--- src/sv/sws_pkg.sv ---
// Shared types and constants for the stable weight sorter.
// Holds the item structs, the cell entry and the command passed to the cells.
// Depends on nothing.
package sws_pkg;

  localparam int ENTRIES = 256;

  localparam logic [1:0] FUNC_INSERT = 2'd0;
  localparam logic [1:0] FUNC_TAKE   = 2'd1;
  localparam logic [1:0] FUNC_CLEAR  = 2'd2;

  localparam logic [1:0] STATUS_DONE  = 2'd0;
  localparam logic [1:0] STATUS_FULL  = 2'd1;
  localparam logic [1:0] STATUS_EMPTY = 2'd2;

  typedef struct packed {
    logic [1:0]  func;
    logic [31:0] weight;
  } req_item_t;

  typedef struct packed {
    logic [7:0]  symbol;
    logic [31:0] sorted_weight;
    logic [1:0]  status;
    logic        last;
  } rsp_item_t;

  typedef struct packed {
    logic        valid;
    logic [31:0] weight;
    logic [7:0]  symbol;
  } entry_t;

  typedef enum logic [1:0] {
    OP_NONE,
    OP_INSERT,
    OP_TAKE,
    OP_CLEAR
  } op_t;

  typedef struct packed {
    op_t    op;
    entry_t fresh;
  } cell_cmd_t;

endpackage

--- src/sv/sws_cell.sv ---
// One sorter cell: holds a single entry and shifts with its neighbors.
// Depends on sws_pkg.
module sws_cell (
  input  logic               clk,
  input  logic               rst,
  input  sws_pkg::cell_cmd_t cmd,
  input  sws_pkg::entry_t    prev_ent,
  input  logic               prev_place,
  input  sws_pkg::entry_t    next_ent,
  output sws_pkg::entry_t    ent,
  output logic               place
);
  import sws_pkg::*;

  entry_t ent_next;

  // The new weight lands at or before this cell when the cell is empty or larger.
  assign place = !ent.valid || (ent.weight > cmd.fresh.weight);

  always_comb begin
    ent_next = ent;
    unique case (cmd.op)
      OP_INSERT: begin
        if (place) begin
          ent_next = prev_place ? prev_ent : cmd.fresh;
        end
      end
      OP_TAKE:  ent_next = next_ent;
      OP_CLEAR: ent_next.valid = 1'b0;
      default:  ent_next = ent;
    endcase
  end

  always_ff @(posedge clk) begin
    if (rst) begin
      ent.valid <= 1'b0;
    end else begin
      ent.valid <= ent_next.valid;
    end
    ent.weight <= ent_next.weight;
    ent.symbol <= ent_next.symbol;
  end

endmodule

--- config.mk ---
export PLATFORM = sky130hd
export DESIGN_NAME = sws_cell
export DESIGN_NICKNAME = d
export VERILOG_FILES = /design/src/sv/sws_pkg.sv /design/src/sv/sws_cell.sv
export SDC_FILE = /design/constraint.sdc
export NUM_CORES = 1
export LEC_CHECK = 0
export BUFFER_PORTS_ARGS = -buffer_cell sky130_fd_sc_hd__buf_4
export CORE_MARGIN = 2
export CORE_UTILIZATION = 29
export CTS_BUF_LIST = sky130_fd_sc_hd__clkbuf_8
export CTS_CLUSTER_SIZE = 12
export DETAILED_ROUTE_END_ITERATION = 8
export GPL_TIMING_DRIVEN = 0
export PLACE_DENSITY = 0.61
export SLEW_MARGIN = 25
export SYNTH_ARGS = -nofsm -noshare
export SYNTH_HDL_FRONTEND = slang
export SYNTH_SLANG_ARGS = --single-unit
export TNS_END_PERCENT = 20
--- constraint.sdc ---
create_clock -name clk -period 4.6 [get_ports clk]
set_input_delay 1.38 -clock clk [delete_from_list [all_inputs] [get_ports clk]]
set_output_delay 1.38 -clock clk [all_outputs]
set_load 0.02 [all_outputs]
==> results by group <==
Clocking
  – CTS max path bufs: 2
  – Root Buffer: clkbuf_8
  – Clock latency on the worst-skew pair: 0.29 ns
  – CTS tree: yes
  – Clock buffer count from CTS: 5
  – H-tree depth: 2
  – Clk sinks: 41
  – Post-CTS setup buffers: 0
  – Clk slew on worst S/H paths: 0.08 ns

Synth
  – Post-synth net total: 461
  – Mapped Area: 0.00291 mm²
  – Yosys reg bits: 41
  – Post-synthesis sequential area ratio: 41.9%
  – Top cell type's share of synthesized area: 41.2%
  – Area contributors post-synth: edfxtp_1 41%, mux2i_1 14%, ha_1 14%
  – Largest area contributor in the netlist: edfxtp_1
  – Syn. warnings: 0
  – Yosys cell types: 29
  – Avg Synthesized Cell Area: 9.68 µm²
  – Cell count after synthesis: 301

Finish
  – Max reg flops: 41
  – Fillers: 987
  – Ant diodes: 0
  – Syn-to-layout area delta: 52.5%
  – Final Instance Count excl. Fillers: 609
  – Fin area: 0.00444 mm²
  – Nets: 636
  – Biggest register: ent
  – Share of cells above drive strength 1: 38.0%
  – Most frequent cells in the layout: 168 x buf_4, 47 x nand2_1, 43 x o21ai_0, 41 x mux2i_1, 40 x edfxtp_1
  – Biggest regs: ent x41
  – Commonest non-fill, non-tap cell in the layout: buf_4

STA
  – Final Hold Vio Count: 0
  – Slew @ Worst Pin: 0.830 ns
  – Max Clk Rate: 223 MHz
  – Unrepaired setup endpoints after global routing: no
  – # setup viols final: 0
  – Fin Setup TNS: 0 ns
  – Skew final: 0.00766 ns
  – Final Cycle Share: 97.3%
  – Final Max Slew Viols: 0
  – Worst slew margin: 44.7%
  – Fin crit period: 4.48 ns

Global routing
  – Largest net degree at the start of global routing: 41
  – GRT Total Usage: 15.8%
  – GRT Residual Overflow: 0
  – Initial antenna violation count: 0
  – Vias in the first global route: 2859
  – First-pass GRT wire length: 13800 µm

Pwr
  – Peak supply drop: 123 µV
  – Static Leak: 2.14 nW
  – Total Power: 1.06 mW
  – Pwr Density: 238 mW/mm²

Floorplan
  – I/O pins: 170
  – Placeable Area: 0.00977 mm²
  – Num rows: 36
  – Die Area: 0.0109 mm²
  – Die Ht: 104 µm
  – Initial Util: 29.8%
  – Die Wd: 104 µm

Worst setup path
  – Required time of the critical path: 3.22 ns
  – Critical Path AT: 3.10 ns
  – Crit. End Element: output pin
  – Critical path type: input port to output pin
  – Worst-path maximum fanout: 3
  – Startpoint types: input port

Hold path
  – HP Class: flip-flop to flip-flop

Drt
  – Initial DRC Count: 86
  – DRT Wirelength: 8570 µm
  – DRC Markers: 0
  – Vias per cell: 4.54
  – Router iterations before antenna repair: 4
  – Detail Route Antenna Nets: 0
  – Via count: 2764
  – Per-cell routed wire length: 14.1 µm

Run status
  – Status: finished clean

Place
  – Cells after DPL: 602
  – Port Buf Inserts: 168
  – Placer Congestion: 0.753
  – Final HPWL DP: 6920 µm
  – DP Area: 0.00435 mm²

Job
  – Max Cap Viol: 0
==> path summary, 6_finish.rpt <==
kind | cells after the start | startpoint | slack [ns] | end
hold reg to reg | 4 | ent[40]$_SDFFE_PP0P_ | 0.72 | ent[40]$_SDFFE_PP0P_
setup / recovery | 9 | cmd[19] | 0.12 | place
hold / removal | 4 | ent[40]$_SDFFE_PP0P_ | 0.72 | ent[40]$_SDFFE_PP0P_
setup reg to reg | 7 | ent[19]$_DFFE_PP_ | 1.89 | ent[29]$_DFFE_PP_
==> metrics by stage <==
step | hold WS, ns | utilization [%] | worst slack [ns]
6_report | 0.721 | 45.5 | 0.124
5_1_grt | 0.768 | 45.5 | 0.0136
4_1_cts | 0.725 | 45.4 | 0.137
3_5_place_dp | 0.708 | 44.5 | -0.0106
3_3_place_gp | 0.699 | 44.4 | -0.343
2_1_floorplan | 0.749 | - | 0.474
==> routing by layer <==
layer	global-route usage [%]	part of all wire [%]	vias to the layer above	wire length (µm)
met3	4.64	7.0	7	600
li1	-	-	1427	-
met1	18.5	41	1235	3530
met4	3.09	0.90	0	77
met2	28.5	51	95	4360
met5	0	0	-	0
==> cells by family after synthesis <==
kind of cell / share of synthesized area, %
DFF: 41.9
and+or+nand+nor: 10.4
AOI/OAI and AO/OA: 13.7
muxes: 14.1
buffers and inverters: 6.18
adders and majority gates: 13.7
==> power by group <==
part	internal (mW)	switching (mW)
clock	0.100	0.126
sequential	0.458	0.0184
combinational	0.178	0.178
total	0.736	0.322
==> worst max-delay path: stages <==
cell      delay [ns]
buf_4           0.09
inv_1           0.03
ha_1            0.30
nand4_1         0.13
or3_1           0.37
or3_4           0.36
a21boi_2        0.15
o22ai_2         0.10
buf_4           0.19
==> synth_stat cells <==
cell type,n
nand3_1,3
o2bb2ai_1,1
a221oi_2,1
inv_1,35
a211o_1,1
nor4_1,1
or3_1,1
dfxtp_1,1
or3_4,1
nand2_1,47
a221o_1,1
nor2b_1,1
o21a_1,1
o22ai_2,1
nor3_1,2
edfxtp_1,40
nand4_1,7
mux2i_1,41
nand2b_1,1
a31o_1,1
a211oi_1,2
ha_1,32
a21oi_1,14
clkbuf_1,13
nor2_1,6
o211ai_1,1
o21ai_0,43
a21o_1,1
a21boi_2,1
==> what timing repair did <==
| item | CTS | global route |
|---|---|---|
| gates resized for setup | 2 | 1 |
| hold buffers | 0 | 0 |
| endpoints found under the setup margin | 1 | 1 |
==> layout make-up <==
type                            count  area (µm²)  share of cell area (%)
Buffer                             13        48.8                    1.10
Clock buffer                        5        68.8                    1.55
Clock inverter                      2        7.51                   0.169
Inverter                           35         131                    2.96
Multi-Input combinational cell    212        1540                    34.6
Sequential cell                    41        1220                    27.5
Tap cell                          133         166                    3.75
Timing Repair Buffer              168        1260                    28.4
Power figures use the tool's default switching activity.
